**src/hdl/fpa_pkg.sv**
```systemverilog
// shared types, constants and operation codes for the fixed-point alu
package fpa_pkg;
   localparam int FracBits = 8;
   localparam int WordBits = 32;
   // pipelined divider: one quotient bit per cell
   localparam int QuotBits = WordBits + FracBits + 1;
   localparam int DivBits  = WordBits + FracBits + 2;

   typedef enum logic [3:0] {
      OP_ADD, OP_SUB, OP_MUL, OP_DIV, OP_GT, OP_LT, OP_GE, OP_LE,
      OP_EQ, OP_NE, OP_MIN, OP_MAX, OP_INC, OP_DEC, OP_TO_INT, OP_FROM_INT
   } op_type;

   typedef enum logic [1:0] {
      ST_OK   = 2'd0,
      ST_OVF  = 2'd1,
      ST_DIV0 = 2'd2
   } status_type;

   typedef struct packed {
      logic                  valid;
      logic                  is_div;
      logic                  neg;
      logic signed [WordBits-1:0] value;
      logic                  cmp;
      status_type            status;
   } tag_type;

   typedef struct packed {
      logic [DivBits-1:0] rem;
      logic [DivBits-1:0] num;
      logic [DivBits-1:0] den;
      logic [QuotBits-1:0] quot;
   } div_type;
endpackage

```
**src/hdl/fpa_div_cell.sv**
```systemverilog
// one restoring-division cell: settles one quotient bit per beat
module fpa_div_cell (
   input  logic             clock,
   input  logic             reset,
   input  logic             advance,
   input  fpa_pkg::tag_type tag_in_port,
   input  fpa_pkg::div_type div_in_port,
   output fpa_pkg::tag_type tag_out,
   output fpa_pkg::div_type div_out
);
   import fpa_pkg::*;

   tag_type tag_ff;
   div_type div_in, div_ff;
   logic [DivBits-1:0] trial;
   logic [DivBits:0] diff;

   always_comb begin
      div_in = div_in_port;
      trial  = {div_in_port.rem[DivBits-2:0], div_in_port.num[DivBits-1]};
      diff   = {1'b0, trial} - {1'b0, div_in_port.den};
      div_in.num = {div_in_port.num[DivBits-2:0], 1'b0};
      div_in.quot = {div_in_port.quot[QuotBits-2:0], ~diff[DivBits]};
      div_in.rem = diff[DivBits] ? trial : diff[DivBits-1:0];
   end

   always_ff @(posedge clock) begin
      if (reset) tag_ff.valid <= 1'b0;
      else if (advance) tag_ff.valid <= tag_in_port.valid;
      if (advance) begin
         tag_ff.is_div <= tag_in_port.is_div;
         tag_ff.neg    <= tag_in_port.neg;
         tag_ff.value  <= tag_in_port.value;
         tag_ff.cmp    <= tag_in_port.cmp;
         tag_ff.status <= tag_in_port.status;
         div_ff <= div_in;
      end
   end

   assign tag_out = tag_ff;
   assign div_out = div_ff;
endmodule

```
**config.mk**
```make
export PLATFORM = sky130hd
export DESIGN_NAME = fpa_div_cell
export DESIGN_NICKNAME = d
export VERILOG_FILES = /design/src/hdl/fpa_pkg.sv /design/src/hdl/fpa_div_cell.sv
export SDC_FILE = /design/constraint.sdc
export NUM_CORES = 1
export LEC_CHECK = 0
export BUFFER_PORTS_ARGS = -buffer_cell sky130_fd_sc_hd__buf_2
export CAP_MARGIN = 20
export CELL_PAD_IN_SITES_DETAIL_PLACEMENT = 0
export CELL_PAD_IN_SITES_GLOBAL_PLACEMENT = 1
export CORE_AREA = 2 2 159 161
export CTS_BUF_LIST = sky130_fd_sc_hd__clkbuf_8
export DETAILED_ROUTE_END_ITERATION = 7
export DIE_AREA = 0 0 161 163
export GPL_TIMING_DRIVEN = 0
export PLACE_DENSITY_LB_ADDON = 0.1
export SETUP_SLACK_MARGIN = 0.1
export SLEW_MARGIN = 15
export SYNTH_ARGS = -nofsm -noshare
export SYNTH_HDL_FRONTEND = slang
export SYNTH_SLANG_ARGS = --single-unit
```
**constraint.sdc**
```tcl
create_clock -name clock -period 8.64 [get_ports clock]
set_input_delay 1.728 -clock clock [delete_from_list [all_inputs] [get_ports clock]]
set_output_delay 1.728 -clock clock [all_outputs]
set_load 0.01 [all_outputs]
```
* Word-level counts from Yosys, hierarchy flattened *
Cells that the tools add are included.

operators by class
  bitwise gates (word level) = 1
  $add $sub $neg = 1
  multiplexer cells = 1

operator list
  cell                          number
  subtractor 42 x 42 -> 43 bit  1
  2-to-1 mux 42 bit             1
  inverter 1 bit                1

word-level totals
  output and inout bits = 205
  register bits after elaboration = 204
  bits of input ports = 208

* Longest topological paths before layout *
  word-level depth = 2
  depth in mapped cells = 16
  mapped depth without buffers = 14

* Worst setup path after synthesis *
OpenSTA, ideal clock, no wires.

  path type = input to register
  from = in div_in_port[124] in the netlist's numbering
  to = reg div_ff, in the netlist div_out[134], data pin
  arrival time = 4.047 ns
  buffers on the path = 1
  library setup time = 0.260 ns
  cell stages on the path = 14
  path slack = 4.332 ns
  cell sequence = inv_1 > ha_1 > inv_1 > fa_1 > a21o_1 > a221o_1 > nand4_1 > a21oi_2 > o21a_2 > o21ai_4 > a21o_4 > buf_8 > inv_6 > mux2_4

RTL lines
  item                  line                text
  start, declared       fpa_div_cell.sv:7   input fpa_pkg::div_type div_in_port,
  end signal, assigned  fpa_div_cell.sv:36  div_ff <= div_in;
  end, declared         fpa_div_cell.sv:14  div_type div_in, div_ff;

==> impl_metrics.yaml <==
outcome:
  status: "finished clean"
cells_and_area:
  fin_nets: 1372
  area_delta_synth_final_pct: 33.8
  final_cells: 1477
  final_util_pct: 50.4
  final_cell_mix: "buf_2, edfxtp_1, inv_1, nand2_1, ha_1"
  drive_gt1_share_pct: 45.5
  n_fill_cell: 2292
  final_common_cell: "buf_2"
critical_path:
  critical_path.top_delay_family: "compound AO/OA/AOI/OAI gates"
  path_max_fanout: 10
  r2r_start: "tag_out[37]$_SDFFE_PP0P_"
  endpoint: "div_out[139]$_DFFE_PP_"
  worstPathArrival_ns: 4.58
  cp-end-kind: "flip-flop"
  worstPathRequired_ns: 8.90
  crit_path_max_incr_delay_ns: 0.41
  start_kind: "input port"
  path_class: "in2reg"
  r2r_cells: 2
  cpMaxStageDelayCell: "a221o_1"
  crit_start: "div_in_port[124]"
  cp.depth: 17
  cp_cell_sequence: "buf_2, inv_1, ha_1, inv_1, fa_1, a21o_1, a221o_1, nand4_1, a21oi_2, o21a_2, o21ai_4, a21o_4, buf_8, inv_6, buf_6, nor2_4, a21oi_2"
  critPathBufInv: 6
  r2r_setup_slack_ns: 8.05
  r2r-end: "tag_out[37]$_SDFFE_PP0P_"
die:
  die_area_um2: 26200
  die_x_um: 161
  core_um2: 24700
  dieHeight_um: 163
  rows: 58
  initial_core_util_pct: 37.7
  io_pins: 413
timing:
  finalCritPeriodShare_pct: 50.0
  slew_headroom_pct: 50.7
  fin_ws_ns: 4.32
  setup_viol: 0
  max_freq_mhz: 231
  tns_ns: 0
  worst_slew_pin_slew_ns: 0.740
  skew_ns: 0
  rsz0062_at_grt: "false"
  min_period_ns: 4.32
  final_hold_viol_count: 0
  final_max_slew_viol_count: 0
grt:
  grt_usage_pct: 20.3
  overflow: 0
  grt_max_degree: 113
  antenna_found_initial: 3
  grt_pass1_vias: 6892
  grt_first_pass_wirelength_um: 40400
route:
  first_pass_iters: 5
  viasPerCell: 4.74
  vias: 7001
  routedWlPerCell_um: 18.9
  wl_um: 27900
  drc_errors: 0
  drtAntennaViolNets: 0
  drtIter0Drc: 414
placed_design:
  dpl.cell_count: 1412
  gp_congestion: 0.786
  preCtsSetupSlack_ns: 3.79
  portBuffers: 409
  hpwl_um: 21700
synth:
  mappedNetlistArea_um2: 9300
  syn_nets: 923
  async_flop_share_pct: 0
  synthTopCellsByArea: "edfxtp_1, ha_1, a21o_1"
  ys_warn_count: 0
  yosysTopAreaCell: "edfxtp_1"
  synth_top_area_share_pct: 65.6
  ys_seq_elements: 204
  synth-main-ff-cell: "edfxtp_1"
  synthCells: 672
  synth_edf_count: 203
  synthDistinctLibCells: 60
  ys_seq_area_share_pct: 65.8
  syn_area_per_cell_um2: 13.8
cts:
  cts_tree: "built"
  cts_hold_buf: 0
  root_buffer: "clkbuf_8"
  cts_buffers: 37
  cts_sinks: 204
  clk_latency_ns: 0.51
  path_clk_slew_ns: 0.06
  ctsResizeCount: 0
  clockBufferDepth: 3
  postCtsSetupRepairBufs: 0
  htree_levels: 2
min_path:
  worstHoldStart: "tag_out[37]$_SDFFE_PP0P_"
  hp-class: "reg2reg"
power_and_ir_drop:
  p_leak_nw: 5.60
  p_total_mw: 2.53
  peakVddDrop_v: 0.000140
  pwr_density_cell_nw_per_um2: 204
flow_run:
  drv_cap: 0
cells by family after synthesis:
kind of cell	synth area share (%)
other	0.0403
buffers and inverters	3.66
multiplexers	0.713
adder cells (fa/ha/maj)	5.87
XOR/XNOR	3.20
flip-flops	65.8
AND/OR/NAND/NOR	7.52
AO/OA/AOI/OAI	13.2
flip-flops by register name, indices dropped and copies added, names as in the netlist:
register / count
div_out: 166
tag_out: 38
synth_stat cells, drive strengths merged (2+ instances only):
cell type and number:
nor2 41, a211o 3, nand4 4, and3 4, xnor2 18, mux2 4
nand3 10, nor3b 2, nor2b 2, clkbuf 10, nand3b 2, buf 10
a21oi 60, o21bai 6, ha 42, and2 3, or3 5, o31ai 5
o2111ai 2, nor4 2, nand2b 6, o21a 6, xor2 16, a31oi 5
a211oi 6, o21ai 44, o211ai 3, a221o 2, edfxtp 203, a21o 29
nand2 44, a221oi 3, nor3 8, inv 53
metrics by stage:
stage	hold WS (ns)	area, µm²
after global routing	0.550	12400
final	0.505	12400
after detailed placement	0.492	11800
after CTS	0.506	12400
after floorplan	0.528	9300
after global placement	0.474	11800
layout make-up:
class	count	area, µm²	area share, %
sequential	204	6120	49.1
multi-input combinational	395	2840	22.8
timing repair buffer	410	2080	16.7
clock buffer	37	509	4.09
tap	330	413	3.32
inverter	53	204	1.64
buffer	20	136	1.10
clock inverter	25	133	1.07
antenna	3	7.51	0.0603
worst reg2reg max path, stage by stage (launching register included):
cell	delay, ns
dfxtp_1	0.30
mux2i_1	0.12
nor2_1	0.06
routing by layer:
layer  vias to the layer above  track usage [%]  routed length, µm
met5                         -                0                 11
met4                         2             5.68                508
met3                        45             5.14               1970
met2                       269             35.3              13800
met1                      3283             25.2              11600
li1                       3402                -                  -
where the power goes:
part	total, mW	switching, mW	internal, mW
Combinational	0.507	0.302	0.205
Sequential	1.22	0.0206	1.20
Clock	0.809	0.383	0.427
Total	2.53	0.705	1.83
how the worst min path moves through the flow:
stage	cells past startpoint	to
floorplan	2	tag_out[37]$_SDFFE_PP0P_
global route	2	tag_out[37]$_SDFFE_PP0P_
detailed placement	2	tag_out[37]$_SDFFE_PP0P_
CTS	2	tag_out[37]$_SDFFE_PP0P_
finish	2	tag_out[37]$_SDFFE_PP0P_
global placement	2	tag_out[37]$_SDFFE_PP0P_
Note: power is estimated with default switching activity, not from simulation.
