--- config.mk ---
export PLATFORM = sky130hd
export DESIGN_NAME = fpa_front
export DESIGN_NICKNAME = d
export VERILOG_FILES = /design/src/hdl/fpa_pkg.sv /design/src/hdl/fpa_front.sv
export SDC_FILE = /design/constraint.sdc
export NUM_CORES = 2
export LEC_CHECK = 0
export ABC_CLOCK_PERIOD_IN_PS = 22400
export BUFFER_PORTS_ARGS = -buffer_cell sky130_fd_sc_hd__buf_2
export CORE_ASPECT_RATIO = 0.6
export CORE_UTILIZATION = 45
export DETAILED_ROUTE_END_ITERATION = 8
export PLACE_DENSITY = 0.69
export SETUP_SLACK_MARGIN = 0.05
export SKIP_LAST_GASP = 1
export SYNTH_ARGS = -nofsm -noshare
export SYNTH_HDL_FRONTEND = slang
export SYNTH_SLANG_ARGS = --single-unit
--- constraint.sdc ---
create_clock -name clock -period 22.4 [get_ports clock]
set_clock_uncertainty 0.1 [all_clocks]
set_input_delay 3.36 -clock clock [delete_from_list [all_inputs] [get_ports clock]]
set_output_delay 3.36 -clock clock [all_outputs]
set_load 0.01 [all_outputs]
--- src/hdl/fpa_pkg.sv ---
// shared types, constants and operation codes for the fixed-point alu
package fpa_pkg;
   localparam int FracBits = 8;
   localparam int WordBits = 32;
   // pipelined divider: one quotient bit per cell
   localparam int QuotBits = WordBits + FracBits + 1;
   localparam int DivBits  = WordBits + FracBits + 2;

   typedef enum logic [3:0] {
      OP_ADD, OP_SUB, OP_MUL, OP_DIV, OP_GT, OP_LT, OP_GE, OP_LE,
      OP_EQ, OP_NE, OP_MIN, OP_MAX, OP_INC, OP_DEC, OP_TO_INT, OP_FROM_INT
   } op_type;

   typedef enum logic [1:0] {
      ST_OK   = 2'd0,
      ST_OVF  = 2'd1,
      ST_DIV0 = 2'd2
   } status_type;

   typedef struct packed {
      logic                  valid;
      logic                  is_div;
      logic                  neg;
      logic signed [WordBits-1:0] value;
      logic                  cmp;
      status_type            status;
   } tag_type;

   typedef struct packed {
      logic [DivBits-1:0] rem;
      logic [DivBits-1:0] num;
      logic [DivBits-1:0] den;
      logic [QuotBits-1:0] quot;
   } div_type;
endpackage

--- src/hdl/fpa_front.sv ---
// first stage: decode, simple operations, multiply and divider operand set-up
module fpa_front (
   input  logic                          clock,
   input  logic                          reset,
   input  logic                          advance,
   input  logic                          req_valid,
   input  logic [3:0]                    req_kind,
   input  logic signed [fpa_pkg::WordBits-1:0] req_operand_a,
   input  logic signed [fpa_pkg::WordBits-1:0] req_operand_b,
   output fpa_pkg::tag_type              tag_out,
   output logic                          mul_out,
   output logic [2*fpa_pkg::WordBits-1:0] prod_out,
   output fpa_pkg::div_type              div_out
);
   import fpa_pkg::*;

   localparam logic signed [WordBits+1:0] MaxV = (WordBits+2)'(2**(WordBits-1) - 1);
   localparam logic signed [WordBits+1:0] MinV = -MaxV - 1;

   tag_type tag_in, tag_ff;
   div_type div_in, div_ff;
   logic [2*WordBits-1:0] prod_in, prod_ff;
   logic [WordBits-1:0] mag_a, mag_b;
   logic signed [WordBits+1:0] wide;
   logic signed [WordBits+FracBits:0] shl;
   logic mul_in, mul_ff;
   op_type op;

   assign op = op_type'(req_kind);

   always_comb begin
      mag_a  = req_operand_a[WordBits-1] ? WordBits'(-req_operand_a) : req_operand_a;
      mag_b  = req_operand_b[WordBits-1] ? WordBits'(-req_operand_b) : req_operand_b;
      prod_in = {{WordBits{1'b0}}, mag_a} * {{WordBits{1'b0}}, mag_b};
      // divider works on 2n+d over 2d
      div_in.rem  = '0;
      div_in.num  = (DivBits)'({mag_a, {FracBits{1'b0}}, 1'b0}) + DivBits'(mag_b);
      div_in.den  = DivBits'({mag_b, 1'b0});
      div_in.quot = '0;
      shl = (WordBits+FracBits+1)'(req_operand_a) <<< FracBits;
      wide = '0;
      tag_in.valid  = req_valid;
      tag_in.is_div = 1'b0;
      tag_in.neg    = req_operand_a[WordBits-1] ^ req_operand_b[WordBits-1];
      tag_in.value  = '0;
      tag_in.cmp    = 1'b0;
      tag_in.status = ST_OK;
      unique case (op)
         OP_ADD, OP_SUB, OP_INC, OP_DEC: begin
            unique case (op)
               OP_ADD:  wide = (WordBits+2)'(req_operand_a) + (WordBits+2)'(req_operand_b);
               OP_SUB:  wide = (WordBits+2)'(req_operand_a) - (WordBits+2)'(req_operand_b);
               OP_INC:  wide = (WordBits+2)'(req_operand_a) + (WordBits+2)'(1);
               default: wide = (WordBits+2)'(req_operand_a) - (WordBits+2)'(1);
            endcase
            if (wide > MaxV) begin
               tag_in.value = MaxV[WordBits-1:0]; tag_in.status = ST_OVF;
            end else if (wide < MinV) begin
               tag_in.value = MinV[WordBits-1:0]; tag_in.status = ST_OVF;
            end else tag_in.value = wide[WordBits-1:0];
         end
         OP_MUL: tag_in.is_div = 1'b0;
         OP_DIV: begin
            tag_in.is_div = 1'b1;
            if (req_operand_b == '0) begin
               tag_in.status = ST_DIV0;
               tag_in.value  = req_operand_a[WordBits-1] ? MinV[WordBits-1:0] :
                               (req_operand_a != '0) ? MaxV[WordBits-1:0] : '0;
            end
         end
         OP_GT: tag_in.cmp = req_operand_a >  req_operand_b;
         OP_LT: tag_in.cmp = req_operand_a <  req_operand_b;
         OP_GE: tag_in.cmp = req_operand_a >= req_operand_b;
         OP_LE: tag_in.cmp = req_operand_a <= req_operand_b;
         OP_EQ: tag_in.cmp = req_operand_a == req_operand_b;
         OP_NE: tag_in.cmp = req_operand_a != req_operand_b;
         OP_MIN: tag_in.value = (req_operand_a < req_operand_b) ? req_operand_a : req_operand_b;
         OP_MAX: tag_in.value = (req_operand_a > req_operand_b) ? req_operand_a : req_operand_b;
         OP_TO_INT: tag_in.value = req_operand_a >>> FracBits;
         default: begin
            if (shl > (WordBits+FracBits+1)'(MaxV)) begin
               tag_in.value = MaxV[WordBits-1:0]; tag_in.status = ST_OVF;
            end else if (shl < (WordBits+FracBits+1)'(MinV)) begin
               tag_in.value = MinV[WordBits-1:0]; tag_in.status = ST_OVF;
            end else tag_in.value = shl[WordBits-1:0];
         end
      endcase
   end

   // a multiply beat is finished in the next stage from the registered product
   assign mul_in = (op == OP_MUL);

   always_ff @(posedge clock) begin
      if (reset) tag_ff.valid <= 1'b0;
      else if (advance) tag_ff.valid <= tag_in.valid;
      if (advance) begin
         tag_ff.is_div <= tag_in.is_div;
         tag_ff.neg    <= tag_in.neg;
         tag_ff.value  <= tag_in.value;
         tag_ff.cmp    <= tag_in.cmp;
         tag_ff.status <= tag_in.status;
         mul_ff  <= mul_in;
         prod_ff <= prod_in;
         div_ff  <= div_in;
      end
   end

   assign tag_out  = tag_ff;
   assign mul_out  = mul_ff;
   assign prod_out = prod_ff;
   assign div_out  = div_ff;
endmodule

Yosys cells after proc, flatten, opt, wreduce, memory -nomap -nowiden
Cells that the tools add are included.

storage, ports and cells
  register bits = 177
  input port bits = 72
  output and inout bits = 270
  logic and storage cells = 71

cells by class
  $add $sub $neg = 7
  multiply operators = 1
  order comparisons = 8
  equality and inequality tests = 16
  mux-type cells = 22
  bitwise logic cells = 1
  reductions and logical operators = 6

operators by type and width
  kind                                                              count
  two-way mux 32 bit                                                10
  one-hot mux 32 bit (6 select lines)                               1
  one-hot mux 34 bit (3 select lines)                               1
  multiplier 32 x 32 -> 64 bit                                      1
  negator 32 bit                                                    2
  adder 41 x 32 -> 42 bit                                           1
  greater-than comparator 40 x 32 -> 1 bit (second input constant)  1
  less-than comparator 40 x 32 -> 1 bit (second input constant)     1
  greater-than comparator 34 x 32 -> 1 bit (second input constant)  1
  less-than comparator 34 x 32 -> 1 bit (second input constant)     1
  two-way mux 34 bit                                                1
  adder 32 x 2 -> 33 bit (second input constant)                    1
  adder 32 x 32 -> 33 bit                                           1
  subtractor 32 x 2 -> 33 bit (second input constant)               1
  subtractor 32 x 32 -> 33 bit                                      1
  == test 32 bit                                                    1
  >= comparator 32 bit                                              1
  greater-than comparator 32 bit                                    1
  less-or-equal comparator 32 bit                                   1
  logical NOT 32 bit                                                1
  less-than comparator 32 bit                                       1
  inequality test 32 bit                                            1
  nonzero test 32 bit                                               1
  two-way mux 31 bit                                                1
  other kinds (13)                                                  27

Longest topological paths before layout
  depth in word-level cells = 7
  gate-level depth with buffers = 36
  gate-level depth less buffers = 34

Worst setup path after synthesis
OpenSTA, ideal clock, no wires.

  path kind = input to register
  start = input port req_operand_a[0] (netlist name)
  end = register prod_ff[61], in the netlist prod_out[61], data pin
  setup time = 0.167 ns
  data arrival time = 12.317 ns
  data required time = 22.133 ns
  slack = 9.816 ns
  stages = 33
  path buffers = 2
  path through = inv_1 > clkbuf_1 > ha_1 > nand3b_1 > or4_1 > nand2b_1 > o41ai_1 > xor2_1 > clkbuf_1 > nor2_1 > fa_1 > inv_1 > fa_1 > fa_1 > fa_1 > inv_1 > fa_1 > inv_1 > fa_1 > inv_1 > fa_1 > inv_1 > fa_1 > inv_1 > ha_1 > nand4_2 > or4_1 > a31o_1 > a31o_2 > a41o_1 > o221a_2 > o311a_1 > a211oi_1

between the ends
  word-level cells in the longest chain between the ends = 3

ends and longest elaborated chain
  what                              RTL line          RTL
  from (decl)                       fpa_front.sv:8    input logic signed [fpa_pkg::WordBits-1:0] req_operand_a,
  negator 32 bit                    fpa_front.sv:32   mag_a = req_operand_a[WordBits-1] ? WordBits'(-req_operand_a) : req_operand_a;
  two-way mux 32 bit (*)            fpa_front.sv:32
  multiplier 32 x 32 -> 64 bit (*)  fpa_front.sv:34   prod_in = {{WordBits{1'b0}}, mag_a} * {{WordBits{1'b0}}, mag_b};
  net prod_in[61]                   fpa_front.sv:22   logic [2*WordBits-1:0] prod_in, prod_ff;
  to (signal assigned)              fpa_front.sv:103  prod_ff <= prod_in;
  to (decl)                         fpa_front.sv:22

Mark *: on every way through the listed nets, which the timed path passes. The rest lies on a longest branch.
A chain may end at the register's enable or synchronous reset.

Final worst setup path
  start = input port req_operand_b[0] (netlist name)
  end = register prod_ff[50], in the netlist prod_out[50], data pin

between the ends
  word-level cells in the longest chain between the ends = 3

ends and longest elaborated chain
  what                              RTL line         RTL
  from (decl)                       fpa_front.sv:9   input logic signed [fpa_pkg::WordBits-1:0] req_operand_b,
  negator 32 bit                    fpa_front.sv:33  mag_b = req_operand_b[WordBits-1] ? WordBits'(-req_operand_b) : req_operand_b;
  two-way mux 32 bit (*)            fpa_front.sv:33
  multiplier 32 x 32 -> 64 bit (*)  fpa_front.sv:34
  net prod_in[50]                   fpa_front.sv:22

Marks and branches as above.

==> impl_metrics.csv <==
group,metric,value,unit
floorplan,coreArea,101000,sq um
synth,synth.most_common_cell,"inv_1",
floorplan,pin_count,342,
floorplan,die_x,415,microns
sta,hold_viol,0,
clock_network,clk_latency,540,ps
synth,yosysTopAreaCell,"fa_1",
sta,setup_tns,0,ps
setup_path,worstSetupEndpointType,"flip-flop",
synth,yosys_warnings,0,
global_route,grt_use_total,34.1,%
synth,synth_cell_type_count,89,
setup_path,worst_path_dominant_cell_family,"adder cells",
layout,seq_area,5030,sq um
min_path,hp-class,"flip-flop to flip-flop",
global_route,gr-total-overflow,0,
global_route,grt_pass1_vias,38500,
synth,synth.avg_cell_area,8.79,sq um
setup_path,r2r_end,"tag_out[37]$_SDFFE_PP0P_",
floorplan,dieArea,104000,sq um
setup_path,path_buf_inv,7,
synth,ys_seq_elements,168,
synth,synth_top_cell_area_share,39.0,%
clock_network,cts_resized,0,
floorplan,die_h,250,microns
setup_path,cp-start-kind,"input pin",
clock_network,cts_root_buf,"clkbuf_16",
run,maxCapViolCount,0,
clock_network,cts_tree,"done",
setup_path,worst_path_max_delay_cell,"clkinv_1",
clock_network,clkTransAtPathRegs,70,ps
detailed_routing,dr_total_vias,39000,
setup_path,r2r_cells,2,
detailed_routing,routedWlPerCell,26.0,microns
detailed_routing,firstDrtPassIters,7,
sta,min_period,14340,ps
synth,yosys_most_used_dff,"edfxtp_1",
global_route,antenna_found_initial,6,
synth,synth_top_cells_by_area,"fa_1 39%, edfxtp_1 11%, ha_1 9.6%",
place,dp_slack,7820,ps
global_route,grtUsageMet1,49.0,%
synth,ys_seq_area_share,10.9,%
min_path,worstHoldStart,"tag_out[37]$_SDFFE_PP0P_",
synth,synthArstFlopShare,0,%
layout,area_growth,6.65,%
sta,period_share,64.0,%
global_route,grt_max_degree,63,
sta,relSlewSlack,14.6,%
setup_path,cpMostUsedCell,"fa_1",
setup_path,cp.required,22600,ps
setup_path,max_stage_delay,810,ps
detailed_routing,initialDrtViolationCount,5060,
global_route,grt.met2_usage,42.2,%
layout,fin_nets,6676,
synth,syn_inst,5249,
synth,synthesis.area,46100,sq um
setup_path,critPathKind,"input pin to flip-flop",
clock_network,clock_path_buffers,2,
layout,antenna_cells,0,
setup_path,cp-startpoint,"req_operand_b[0]",
setup_path,r2r_start,"tag_out[37]$_SDFFE_PP0P_",
place,gp_congestion,1.05,
min_path,holdPathStages,2,
place,hpwl,139000,microns
synth,yosys-top-cells-count,"1017 x inv_1, 899 x fa_1, 685 x nor2_1",
place,portBuffers,248,
setup_path,cp.depth,32,
setup_path,cp_max_fo,26,
detailed_routing,vias_per_cell,5.83,
run_status,status,"completed",
layout,fillers,9603,
detailed_routing,drtAntennaViolNets,0,
layout,post_route_cells_drive_above_1_share,8.69,%
sta,finalSetupViolCount,0,
min_path,hold_end,"tag_out[37]$_SDFFE_PP0P_",
detailed_routing,wirelength,174000,microns
global_route,grt_most_used_layer,"met1",
global_route,grt_pass1_wl,258000,microns
sta,setup_slack,8060,ps
detailed_routing,drc,0,
setup_path,arrival,14530,ps
floorplan,placementRows,90,
clock_network,cts_hold_buf,0,
setup_path,reg2reg_setup_slack,21720,ps
clock_network,cts.sinks,168,
synth,synth_edf_count,167,
sta,fmax,69.7,MHz
clock_network,cts.htree.levels,4,
sta,maxSlewViolCount,0,
layout,multi_input_area,36100,sq um
floorplan,initial_core_util,45.7,%
sta,rsz0062_at_grt,"false",
clock_network,post-cts-setup-buffers,0,
sta,worstMarginPinSlew,1280,ps
clock_network,cts_made_buffers,17,
global_route,grtUsageMet3,21.5,%
## through the flow
stage          instance area (sq um)  std cells  hold slack [ps]  util, %
5_1_grt                        49200       6697              459     48.7
3_5_place_dp                   48600       6666              382     48.1
3_3_place_gp                   48600       6666              368     48.1
4_1_cts                        49200       6697              400     48.7
2_1_floorplan                  46500       5342              428        -
6_report                       49200       6697              397     48.7
## cell type report
cell class | instances | area share [%]
multi-input combinational | 3783 | 73.3
sequential | 168 | 10.2
tap | 1334 | 3.39
clock buffer | 17 | 0.865
timing repair buffer | 342 | 3.98
clock inverter | 14 | 0.303
inverter | 1039 | 7.93
## placed cells by master (no fill, tap or decap), types with 19 or more instances in the layout
cell      netlist  layout
nor2b_1        22      22
o31ai_1        25      24
nand3_1        36      36
and3_1         20      20
o21ai_0       115     114
fa_1          899     899
a21o_1         58      58
a21oi_1       156     155
ha_1          354     354
nor3_1         31      30
edfxtp_1      167     167
nor2_1        685     685
nand4_1        39      39
conb_1          1      94
o211ai_1       19      19
nand2b_1       20      20
buf_4         103      94
inv_1        1017    1017
buf_2          26     247
nand2_1       630     630
a221oi_1       44      44
o221ai_1       27      27
o21bai_1       29      29
xnor2_1       123     100
xor2_1         70      68
## how the worst max path moves through the flow
stage                                   to
finish              prod_out[50]$_DFFE_PP_
global route        prod_out[50]$_DFFE_PP_
CTS                 prod_out[50]$_DFFE_PP_
detailed placement  prod_out[50]$_DFFE_PP_
global placement    prod_out[50]$_DFFE_PP_
floorplan           prod_out[61]$_DFFE_PP_
## worst register-to-register path, cell delays in order (launching register included)
cell     delay (ps)
dfxtp_1         310
mux2i_1         120
nor2_1           50
## routing by layer
metal | vias to the layer above | share of wire (%)
met4 | 8 | 1.9
met1 | 19500 | 42
met2 | 2884 | 36
met3 | 270 | 20
li1 | 16400 | -
met5 | - | 0.072
## sequential cells by signal, summed over array words and instances (netlist names)
name,flops
div_out,65
prod_out,64
tag_out,38
mul_out,1
## kinds of logic (layout without fill, tap and decap cells)
family / after synthesis / after routing / synth area share, %
buffers and inverters: 1391 / 1412 / 12.3
AO/OA/AOI/OAI: 651 / 651 / 9.80
flip-flops: 168 / 168 / 10.9
XOR/XNOR: 198 / 198 / 3.84
adder cells (fa/ha/maj): 1253 / 1253 / 48.6
other: 1 / 94 / 0.00813
AND/OR/NAND/NOR: 1580 / 1580 / 14.4
multiplexers: 7 / 7 / 0.152
Power is not shown: default switching activity piles up to over one toggle a cycle in this logic, so the estimate is an artifact.
