**src/hdl/fpa_pkg.sv**
```systemverilog
// shared types, constants and operation codes for the fixed-point alu
package fpa_pkg;
   localparam int FracBits = 8;
   localparam int WordBits = 32;
   // pipelined divider: one quotient bit per cell
   localparam int QuotBits = WordBits + FracBits + 1;
   localparam int DivBits  = WordBits + FracBits + 2;

   typedef enum logic [3:0] {
      OP_ADD, OP_SUB, OP_MUL, OP_DIV, OP_GT, OP_LT, OP_GE, OP_LE,
      OP_EQ, OP_NE, OP_MIN, OP_MAX, OP_INC, OP_DEC, OP_TO_INT, OP_FROM_INT
   } op_type;

   typedef enum logic [1:0] {
      ST_OK   = 2'd0,
      ST_OVF  = 2'd1,
      ST_DIV0 = 2'd2
   } status_type;

   typedef struct packed {
      logic                  valid;
      logic                  is_div;
      logic                  neg;
      logic signed [WordBits-1:0] value;
      logic                  cmp;
      status_type            status;
   } tag_type;

   typedef struct packed {
      logic [DivBits-1:0] rem;
      logic [DivBits-1:0] num;
      logic [DivBits-1:0] den;
      logic [QuotBits-1:0] quot;
   } div_type;
endpackage

```
**src/hdl/fpa_mul_round.sv**
```systemverilog
// second stage: rounding, sign and saturation of the product
module fpa_mul_round (
   input  logic                           clock,
   input  logic                           reset,
   input  logic                           advance,
   input  logic                           is_mul,
   input  fpa_pkg::tag_type               tag_in_port,
   input  logic [2*fpa_pkg::WordBits-1:0] prod,
   input  fpa_pkg::div_type               div_in_port,
   output fpa_pkg::tag_type               tag_out,
   output fpa_pkg::div_type               div_out
);
   import fpa_pkg::*;

   localparam logic [2*WordBits:0] MaxP = (2*WordBits+1)'(2**(WordBits-1) - 1);
   tag_type tag_in, tag_ff;
   div_type div_ff;
   logic [2*WordBits:0] r;

   always_comb begin
      tag_in = tag_in_port;
      r = ({1'b0, prod} + (2*WordBits+1)'(2**(FracBits-1))) >> FracBits;
      if (is_mul) begin
         if (!tag_in_port.neg) begin
            if (r > MaxP) begin
               tag_in.value = MaxP[WordBits-1:0]; tag_in.status = ST_OVF;
            end else tag_in.value = r[WordBits-1:0];
         end else begin
            if (r > MaxP + 1) begin
               tag_in.value = {1'b1, {(WordBits-1){1'b0}}}; tag_in.status = ST_OVF;
            end else tag_in.value = WordBits'(-r);
         end
      end
   end

   always_ff @(posedge clock) begin
      if (reset) tag_ff.valid <= 1'b0;
      else if (advance) tag_ff.valid <= tag_in.valid;
      if (advance) begin
         tag_ff.is_div <= tag_in.is_div;
         tag_ff.neg    <= tag_in.neg;
         tag_ff.value  <= tag_in.value;
         tag_ff.cmp    <= tag_in.cmp;
         tag_ff.status <= tag_in.status;
         div_ff <= div_in_port;
      end
   end

   assign tag_out = tag_ff;
   assign div_out = div_ff;
endmodule

```
**config.mk**
```make
export PLATFORM = sky130hd
export DESIGN_NAME = fpa_mul_round
export DESIGN_NICKNAME = d
export VERILOG_FILES = /design/src/hdl/fpa_pkg.sv /design/src/hdl/fpa_mul_round.sv
export SDC_FILE = /design/constraint.sdc
export NUM_CORES = 1
export LEC_CHECK = 0
export BUFFER_PORTS_ARGS = -buffer_cell sky130_fd_sc_hd__clkbuf_2
export CORE_AREA = 8 8 180 182
export CTS_BUF_LIST = sky130_fd_sc_hd__clkbuf_2
export CTS_CLUSTER_DIAMETER = 80
export DETAILED_ROUTE_END_ITERATION = 16
export DIE_AREA = 0 0 188 190
export GPL_TIMING_DRIVEN = 1
export HOLD_SLACK_MARGIN = 0.02
export PLACE_DENSITY = 0.6
export RECOVER_POWER = 100
export REMOVE_ABC_BUFFERS = 1
export SKIP_LAST_GASP = 1
export SLEW_MARGIN = 20
export SYNTH_ARGS = -nofsm -noshare
export SYNTH_HDL_FRONTEND = slang
export SYNTH_SLANG_ARGS = --single-unit
```
**constraint.sdc**
```tcl
create_clock -name clock -period 3.7 [get_ports clock]
set_clock_uncertainty 0.15 [all_clocks]
set_input_delay 0.185 -clock clock [delete_from_list [all_inputs] [get_ports clock]]
set_output_delay 0.185 -clock clock [all_outputs]
set_load 0.02 [all_outputs]
```
==> out/metrics.yaml, run 1 <==
status: "stopped before the end"
lastStage: "clock tree synthesis"
firstError: "[ERROR RSZ-0060] Max buffer count reached."
place_area_mm2: 0.0134
async_flop_share_pct: 0
fp.dieH_um: 190
fp.dieW_um: 188
synth.avg_cell_area_um2: 12.8
core.rowCount: 63
htree_num_levels: 2
io-pin-count: 478
post_cts_buffers: 0
synthCells: 763
synth.cell_area_mm2: 0.00977
hpwlAfterDp_mm: 33.5
gp_congestion: 0.899
dp_slack_ns: -0.286
clock_sinks: 205
port_buffers: 470
yosysWarnings: 0
cts-buffers-inserted: 49
initial_core_util_pct: 33.2
ys_ff_latch: 205
cts_hold_buf: 363
cts_resized: 0
cts.path.max_buffers: 3
root_buffer: "clkbuf_2"
synth.distinct_cells: 79
synthFlopType: "edfxtp_1"
synth-edff-count: 204
yosysSeqAreaShare_pct: 62.9
-- logic make-up after synthesis --
group	count (synthesis)	share of synthesized area, %
AO/OA/AOI/OAI	121	9.68
XOR/XNOR	59	5.29
adder cells (fa/ha/maj)	3	0.384
buffers and inverters	59	3.00
flip-flops	205	62.9
multiplexers	5	0.525
AND/OR/NAND/NOR	311	18.2
-- synth_stat cells, drive strengths merged, types with 3 or more instances --
library cell	number	area [um2]
nor4b	5	65.1
a211oi	13	103
nand3b	6	45.0
or2	9	56.3
a22o	3	26.3
a2111oi	3	45.1
a221oi	6	71.3
buf	23	158
or3	6	37.5
and4	8	70.1
o22ai	6	37.5
and2	13	81.3
a21oi	19	95.1
nor3	20	100
xnor2	38	333
nor2	62	243
o32ai	6	52.6
nand4	37	259
ha	3	37.5
xor2	21	184
edfxtp	204	6130
a31oi	6	37.5
nand3	39	195
o2bb2ai	9	78.8
or4	12	97.6
mux2i	4	40.0
nand2	44	165
clkbuf	20	75.1
a311oi	6	52.6
and3	13	81.3
a31o	3	26.3
inv	15	56.3
o31ai	9	100
o21ai	16	83.8
a21o	3	22.5
nor4	25	163
-- per-stage QoR --
stage,hold WS (ns),cells
3_5_place_dp,0.204,1716
3_3_place_gp,0.195,1716
2_1_floorplan,0.107,720
==> run 2, diff against run 1 <==
- CORE_AREA: 8 8 180 182 -> default
- CORE_MARGIN: default -> 8
- CORE_UTILIZATION: default -> 25
- CTS_BUF_LIST: sky130_fd_sc_hd__clkbuf_2 -> default
- CTS_CLUSTER_DIAMETER: 80 -> default
- DIE_AREA: 0 0 188 190 -> default
- HOLD_SLACK_MARGIN: 0.02 -> default
- PLACE_DENSITY: 0.6 -> default
- PLACE_DENSITY_LB_ADDON: default -> 0.15
- clock period: 3.7 -> 4.8 ns (I/O delays scaled with it)
==> run 2 against run 1 <==
Net effect: the flow now finishes, with violations (capacitance limit, slew limit); area after synthesis is the same; synthesized cell count is the same.
==> out/metrics.yaml, run 2 <==
clk_latency_ns: 0.51
cp-end-kind: "flop"
ys_ff_latch: 205  # unchanged
synth-edff-count: 204  # unchanged
gp_congestion: 0.866  # -3.6%
htree_num_levels: 1  # -1
layout_setup_ws_ns: 0.540
fp.dieH_um: 214  # +12%
grt_usage_pct: 17.8
yosysTopAreaCell: "edfxtp_1"
status: "complete, but fails checks"
hold_path.class: "primary input to flop"
rr_worst_depth: 3
synthCells: 763  # unchanged
p_leak_nw: 5.63
final_core_util_pct: 39.5
cts.path.max_buffers: 3  # unchanged
crit_type: "primary input to flop"
slew_headroom_pct: -83.0
drive_above_1_share_pct: 23.7
dp_slack_ns: 0.288  # +0.575 ns
setup_tns_ns: 0
synth_common_cells: "edfxtp_1 (204), nor2_1 (60), nand2_1 (44), nand3_1 (39), xnor2_1 (38)"
root_buffer: "clkbuf_16"
required_ns: 4.88
synth.area.top_cells: "edfxtp_1 (63%), xnor2_1 (3.4%), nor2_1 (2.3%)"
nFillCells: 3859
port_buffers: 470  # unchanged
post-route-min-period_ns: 4.26
core-area_mm2: 0.0386
antenna_found_initial: 3
wl_per_cell_um: 22.0
cts-buffers-inserted: 23  # -53%
drtAntennaViolNets: 0
yosysWarnings: 0  # unchanged
hpwlAfterDp_mm: 34.7  # +3.8%
setup_violations: 0
hold_violations: 0
min_path_cells: 3
grt_pass1_vias: 9407
synth.distinct_cells: 79  # unchanged
final_cell_mix: "clkbuf_2 (261), clkbuf_1 (222), edfxtp_1 (204), dlygate4sd3_1 (201), nor2_1 (61)"
yosysSeqAreaShare_pct: 62.9  # unchanged
fp.dieW_um: 214  # +14%
synth.cell_area_mm2: 0.00977  # unchanged
initial_core_util_pct: 25.3  # -8.0 points
power_mw: 4.82
drc_errors: 0
violations: "capacitance limit, slew limit"
mostFrequentLayoutCell: "clkbuf_2"
critPathArrivalTime_ns: 4.34
tightest_slew_ns: 2.75
clk_pin_slew_ns: 0.06
clock_sinks: 205  # unchanged
regArea_mm2: 0.00615
grt_pass1_wl_mm: 61.9
vias: 9241
power_density_mw_per_mm2: 316
wl_mm: 43.8
synth_most_common_cell: "edfxtp_1"
grt-ovfl-total: 0
start_kind: "primary input"
via_per_inst: 4.66
rsz0062_at_grt: "false"
grt_max_degree: 105
core.rowCount: 72  # +14%
fmax_mhz: 235
async_flop_share_pct: 0  # unchanged
synthToLayoutAreaGrowth_pct: 56.1
synth.avg_cell_area_um2: 12.8  # unchanged
multi_input_area_mm2: 0.00330
yosys.area.top_type_share_pct: 62.7  # unchanged
max-vdd-ir-drop_mv: 0.192
nNetsFinal: 1723
io-pin-count: 478  # unchanged
path_max_fanout: 18
firstDrtPassIters: 5
fin_crit_sh_pct: 88.7
largest_reg_flops: 167
synthFlopType: "edfxtp_1"
final_max_slew_viol_count: 173
cts_tree: "yes"
drt_iter0_markers: 676
drv_cap: 3
dieArea_mm2: 0.0457
-- run 2: routing by layer --
metal  routed length (um)  up-vias  GRT usage [%]
li1                     -     4365              -
met1                17000     4450           20.4
met3                 2910       48           3.41
met4                 1010        0           5.01
met5                    0        -              0
met2                22900      378           33.3
-- run 2: timing repair --
action	4_1_cts	5_1_grt
gates resized for setup	0	0
endpoints found under the hold margin	200	0
hold buffers	201	0
setup buffers	0	0
-- run 2: report_power, final --
group	internal (mW)	total (mW)	switching (mW)
Clock	1.10	1.79	0.697
Sequential	2.14	2.18	0.0402
Combinational	0.310	0.850	0.539
-- run 2: metrics by stage --
stage               instances  hold WS (ns)  area (um2)
CTS                      1981       0.00163       15600
detailed placement       1739         0.259       12800
finish                   1985        0.0320       15300
global route             1984        0.0323       15300
global placement         1739         0.254       12800
floorplan                 720         0.162        9540
-- run 2: layout make-up --
| cell class | instances | share of cell area [%] |
|---|---|---|
| tap | 518 | 4.25 |
| timing repair buffer | 702 | 28.4 |
| clock inverter | 8 | 0.828 |
| clock buffer | 33 | 4.22 |
| multi-input combinational | 499 | 21.6 |
| antenna | 4 | 0.0656 |
| inverter | 16 | 0.394 |
| sequential | 205 | 40.3 |
-- run 2: final timing paths --
path	start	to	slack (ns)
hold / removal	tag_in_port[21]	tag_out[21]	0.03
setup reg to reg	tag_out[37]	tag_out[37]	3.49
setup / recovery	prod[8]	tag_out[4]	0.54
hold reg to reg	tag_out[37]	tag_out[37]	0.92
-- run 2: worst max-delay path, cell delays in order --
cell      delay, ns
clkbuf_1       0.28
ha_1           0.24
nand4_1        0.16
or4_1          0.59
or2_1          0.35
nor3_1         0.25
xor2_1         0.10
or4_4          0.57
or4_1          0.48
clkbuf_1       0.42
o31ai_1        0.51
a21oi_1        0.14
-- run 2: cells by family (layout without fill, tap and decap cells) --
logic type | Yosys count | after routing | synth area share, %
mux | 5 | 5 | 0.525
other cells | 0 | 4 | 0
simple gates | 311 | 311 | 18.2
compound gates | 121 | 121 | 9.68
fa+ha+maj | 3 | 3 | 0.384
buf+inv | 59 | 759 | 3.00
xor+xnor | 59 | 59 | 5.29
flops | 205 | 205 | 62.9
Note: power is estimated with default switching activity, not from simulation.
==> run 3, diff against run 2 <==
- CAP_MARGIN: default -> 30
- CTS_BUF_LIST: default -> sky130_fd_sc_hd__clkbuf_16
- RECOVER_POWER: 100 -> default
==> run 3 against run 2 <==
Net effect: the run now ends clean; core utilization increased by 0.77 points; via count increased by 0.45%; clock power decreased by 3%; global-route usage about the same; maximum frequency increased by 5.6%; non-clock buffer count unchanged; worst hold slack got worse by 0.0025 ns; critical path type unchanged; critical endpoint is now tag_out[9]; largest cell class unchanged; largest power group unchanged; highest routed layer unchanged.
==> out/metrics.yaml, run 3 (synthesis gave the netlist of run 2 again) <==
status: "complete, no violations"
htree_num_levels: 1  # unchanged
grt_pass1_wl_mm: 61.9  # about the same
root_buffer: "clkbuf_16"
wl_mm: 43.5  # -0.64%
initial_core_util_pct: 25.3  # unchanged
port_buffers: 470  # unchanged
critPathArrivalTime_ns: 4.20  # -0.14 ns
fmax_mhz: 248  # +5.6%
core.rowCount: 72  # unchanged
hold_violations: 0  # unchanged
path_max_fanout: 15  # -3
io-pin-count: 478  # unchanged
gr-usage-met2_pct: 33.3  # about the same
final_max_slew_viol_count: 0  # -100%
crit_type: "primary input to flop"
rsz0062_at_grt: "false"
tightest_slew_ns: 0.950  # -1.79 ns
largest_reg_flops: 167  # unchanged
stdcell_area_mm2: 0.0156  # +2.0%
cts_tree: "yes"
nNetsFinal: 1723  # unchanged
cts.path.max_buffers: 3  # unchanged
start_kind: "primary input"
slew_headroom_pct: 36.6  # +120 points
final_cell_mix: "clkbuf_2 (469), edfxtp_1 (204), dlygate4sd3_1 (201), nor2_1 (60), nand2_1 (44)"
clk_latency_ns: 0.51  # about the same
synthToLayoutAreaGrowth_pct: 59.2
gp_congestion: 0.866  # unchanged
antenna_found_initial: 3  # unchanged
fin_crit_sh_pct: 84.0  # -4.7 points
setup_violations: 0  # unchanged
drive_above_1_share_pct: 38.5  # +15 points
path_delay_family: "simple AND/OR/NAND/NOR gates"
required_ns: 4.97  # +0.09 ns
setup_tns_ns: 0  # unchanged
drc_errors: 0  # unchanged
grt-ovfl-total: 0  # unchanged
fp.dieH_um: 214  # unchanged
dieArea_mm2: 0.0457  # unchanged
hold_path.class: "primary input to flop"
cts_hold_buf: 201  # unchanged
drv_cap: 0  # -3
place_area_mm2: 0.0128  # unchanged
r2r_setup_slack_ns: 3.51  # +0.02 ns
cpMaxStageDelayCell: "or4_1"
post_cts_buffers: 0  # unchanged
path_cells: "clkbuf_2 -> nand4_2 -> or4_1 -> or2_1 -> xnor2_1 -> nand4bb_4 -> or4_4 -> a2111oi_4 -> o21ai_2 -> o32ai_1"
cts-buffers-inserted: 23  # unchanged
busiest_layer: "met2"
clk_pin_slew_ns: 0.06  # about the same
core-area_mm2: 0.0386  # unchanged
drt_iter0_markers: 681  # +0.74%
use_met3_pct: 3.41  # unchanged
power_density_mw_per_mm2: 308  # -2.4%
wl_per_cell_um: 21.9  # -0.64%
drtAntennaViolNets: 0  # unchanged
mostFrequentLayoutCell: "clkbuf_2"
cpPeakStageDelay_ns: 0.72  # +0.13 ns
fp.dieW_um: 214  # unchanged
path_buf_inv: 1  # -1
grt_pass1_vias: 9401  # -0.064%
max-vdd-ir-drop_mv: 0.191  # about the same
p_leak_nw: 6.29  # +12%
post-route-min-period_ns: 4.03  # -0.226 ns
grt_max_degree: 105  # unchanged
grt_usage_pct: 17.8  # about the same
hpwlAfterDp_mm: 34.7  # unchanged
clock_sinks: 205  # unchanged
vias: 9283  # +0.45%
firstDrtPassIters: 5  # unchanged
cp-end-kind: "flop"
cts_resized: 0  # unchanged
use_met1_pct: 20.4  # about the same
via_per_inst: 4.68  # +0.45%
-- run 3: cell count changes in the layout (fill, tap and decap cells not counted), moves of 2 or more --
cell,before,now
clkbuf_1,222,0
a221oi_2,0,3
buf_4,24,30
clkinv_1,3,6
inv_1,15,22
clkbuf_8,3,1
a221oi_1,6,3
o21ai_1,2,5
clkbuf_2,261,469
o21ai_0,13,10
-- run 3: per-stage QoR --
stage | total power, mW | setup WS (ns) | cells | utilization (%) | hold WS, ns
floorplan | 2.53 | 0.651 | 720 | - | 0.162
global placement | 2.96 | 0.304 | 1739 | 33.1 | 0.254
detailed placement | 2.96 | 0.288 | 1739 | 33.1 | 0.259
CTS | 4.87 | 0.817 | 1981 | 40.2 | 0.00163
global route | 4.98 | 0.501 | 1984 | 40.2 | 0.0316
finish | 4.80 | 0.766 | 1985 | 40.2 | 0.0296
-- run 3: worst paths after layout --
kind	startpoint	end	cells after the start
max	prod[24]	tag_out[9]	10
min reg2reg	tag_out[37]	tag_out[37]	3
min	tag_in_port[6]	tag_out[6]	3
max reg2reg	tag_out[37]	tag_out[37]	3
-- run 3: layout make-up --
type | instances | area (um2)
Sequential cell | 205 | 6150
Timing Repair Buffer | 702 | 4620
Clock inverter | 18 | 164
Antenna cell | 4 | 10.0
Clock buffer | 23 | 576
Multi-Input combinational cell | 499 | 3330
Fill cell | 3741 | 23100
Inverter | 16 | 60.1
Tap cell | 518 | 648
-- run 3: power by group --
part | internal, mW | total (mW) | leakage [nW] | switching [mW]
Combinational | 0.350 | 0.888 | 3.90 | 0.538
Sequential | 2.14 | 2.18 | 2.00 | 0.0405
Clock | 1.03 | 1.73 | 0.386 | 0.702
-- run 3: worst register-to-register path, cell delays in order (launching register included) --
cell and delay, ns:
dfxtp_1 0.32, mux2i_1 0.12, nor2_1 0.05, dlygate4sd3_1 0.55
-- run 3: routing by layer --
metal  share of wire [%]  vias to the layer above
met5                   0                        -
met4                 2.3                        0
met3                 7.1                       46
met2                  53                      397
met1                  38                     4467
li1                    -                     4373
==> run 4, diff against run 3 <==
- clock period: 4.8 -> 3.63 ns (I/O delays scaled with it)
==> run 4 against run 3 <==
Net effect: worst setup slack lost 0.59 ns; non-clock buffer count increased by 152; critical path type unchanged; worst hold slack improved by 0.026 ns; cell area grew 7.2%; cell count is 7.6% higher; global-route usage up 0.58 points; clock-buffer cell count is the same; routed wire length is 3.6% higher; flip-flop and latch count unchanged; largest cell class unchanged; first-iteration DRC count is 4.6% higher; clock power is 19% higher.
==> out/metrics.yaml, run 4 (synthesis gave the netlist of run 2 again) <==
status: "complete, no violations"
cpPeakStageDelay_ns: 0.55  # -0.17 ns
clk_latency_ns: 0.50  # about the same
htree_num_levels: 1  # unchanged
clk_pin_slew_ns: 0.06  # about the same
combPwrFrac_pct: 20.5  # +2.0 points
root_buffer: "clkbuf_16"
core.rowCount: 72  # unchanged
post-route-min-period_ns: 3.45
hold-worst-slack_ns: 0.0553  # +0.0257 ns
hp-start: "tag_in_port[35]"
vias: 9716  # +4.7%
grt_pass1_wl_mm: 63.8  # +3.2%
min_path_cells: 1  # -2
hpwlAfterDp_mm: 36.4  # +4.7%
crit_type: "primary input to flop"
max-vdd-ir-drop_mv: 0.192  # +0.16%
regArea_mm2: 0.00615  # unchanged
largest_reg_flops: 167  # unchanged
mostFrequentLayoutCell: "clkbuf_2"
core-area_mm2: 0.0386  # unchanged
multi_input_area_mm2: 0.00336  # +0.75%
fmax_mhz: 290
antenna_found_initial: 1  # -2
grt_usage_pct: 18.4  # +0.58 points
grt-ovfl-total: 0  # unchanged
power_density_mw_per_mm2: 373  # +21%
intPower_mw: 4.51  # +28%
setup_violations: 0  # unchanged
cts-buffers-inserted: 23  # unchanged
wl_mm: 45.0  # +3.6%
grt_pass1_vias: 10200  # +8.1%
port_buffers: 470  # unchanged
drive_above_1_share_pct: 44.3  # +5.8 points
power_frac_clock_pct: 33.2  # -3.0 points
crit_path_frequent_cell: "buf_4"
rr_worst_depth: 3  # unchanged
fin_crit_sh_pct: 95.1
nFillCells: 3755  # +0.37%
required_ns: 3.72  # -1.25 ns
gp_congestion: 0.853  # -1.5%
drtAntennaViolNets: 0  # unchanged
switchingPower_mw: 1.70  # +33%
critPathArrivalTime_ns: 3.54  # -0.66 ns
path_cells: "clkbuf_2 -> nand4_2 -> or4_1 -> buf_4 -> nor4b_2 -> o2bb2ai_1 -> o22ai_1 -> or4_4 -> or4_1 -> buf_4 -> buf_4 -> o31ai_4 -> a21oi_1"
regToRegStartpoint: "tag_out[37]"
critPathLaunch: "prod[14]"
p_seq_share_pct: 46.3  # +1.0 points
hold_path.class: "primary input to flop"
nNetsFinal: 1875  # +8.8%
final_cell_mix: "clkbuf_2 (469), dlygate4sd3_1 (205), edfxtp_1 (204), buf_4 (176), nor2_1 (60)"
stdcell_area_mm2: 0.0167  # +7.2%
r2r_setup_slack_ns: 2.30  # -1.21 ns
clock_sinks: 205  # unchanged
via_per_inst: 4.55  # -2.7%
start_kind: "primary input"
initial_core_util_pct: 25.3  # unchanged
p_leak_nw: 7.00  # +11%
dieArea_mm2: 0.0457  # unchanged
fp.dieH_um: 214  # unchanged
tightest_slew_ns: 0.761  # -0.190 ns
drt_iter0_markers: 712  # +4.6%
grt_max_degree: 76  # -28%
slew_headroom_pct: 49.2  # +13 points
switching_share_pct: 27.4  # +0.69 points
hold_violations: 0  # unchanged
cts.path.max_buffers: 3  # unchanged
fp.dieW_um: 214  # unchanged
place_area_mm2: 0.0139  # +8.9%
io-pin-count: 478  # unchanged
firstDrtPassIters: 5  # unchanged
wl_per_cell_um: 21.1  # -3.7%
synthToLayoutAreaGrowth_pct: 70.6
path_max_fanout: 13  # -2
cpMaxStageDelayCell: "or4_1"
cp-end-kind: "flop"
drv_cap: 0  # unchanged
cts_tree: "yes"
drc_errors: 0  # unchanged
final_max_slew_viol_count: 0  # unchanged
run 4: changes by cell type in the layout (fill, tap and decap cells not counted), sizes merged:
cell	delta
bufinv	-3
diode	-3
dlygate4sd3	+4
buf	+148
clkinv	+4
run 4: power groups by stage:
stage          registers [mW]  clock network [mW]  logic (mW)
6_report                 2.88                2.06        1.28
5_1_grt                  2.89                2.21        1.35
3_3_place_gp             2.92                   0        1.09
3_5_place_dp             2.93                   0        1.09
4_1_cts                  2.88                2.13        1.29
2_1_floorplan            3.18                   0       0.173
run 4: layout make-up:
cell class | instances | area share (%)
Clock inverter | 19 | 0.518
Clock buffer | 23 | 3.45
Antenna cell | 1 | 0.0150
Tap cell | 518 | 3.89
Multi-Input combinational cell | 499 | 20.1
Inverter | 16 | 0.360
Sequential cell | 205 | 36.9
Timing Repair Buffer | 854 | 34.8
run 4: path summary, 6_finish.rpt:
| kind | end |
|---|---|
| max reg2reg | tag_out[37] |
| min reg2reg | tag_out[37] |
| max | tag_out[19] |
| min | tag_out[35] |
run 4: worst max-delay path: cells and delay by family:
| kind | cells | cell delay, ns |
|---|---|---|
| buf+inv | 4 | 0.70 |
| compound gates | 4 | 0.61 |
| simple gates | 5 | 2.04 |
run 4: timing repair:
action | 4_1_cts | 5_1_grt
hold buffers | 205 | 0
buffers inserted | 0 | 0
endpoints found under the hold margin | 204 | 0
endpoints found under the setup margin | 0 | 28
resized for setup | 0 | 6
run 4: stage by stage:
step	total power [mW]	setup WS, ns	TNS (ns)	std cells	util (%)
final	6.21	0.179	0	2135	43.1
after global routing	6.46	-0.0162	-0.0193	2134	43.1
after CTS	6.30	0.0318	0	2134	43.1
after detailed placement	4.02	-0.492	-12.65	1887	36.0
after global placement	4.01	-0.517	-14.36	1887	36.0
after floorplan	3.35	-0.461	-11.81	720	-
run 4: layer usage:
metal	global-route usage, %	wire [um]	share of wire [%]	up-vias
li1	-	-	-	4667
met1	20.5	17000	38	4645
met2	35.7	24200	54	357
met3	3.07	2840	6.3	47
met4	4.68	1020	2.3	0
met5	0	0	0	-
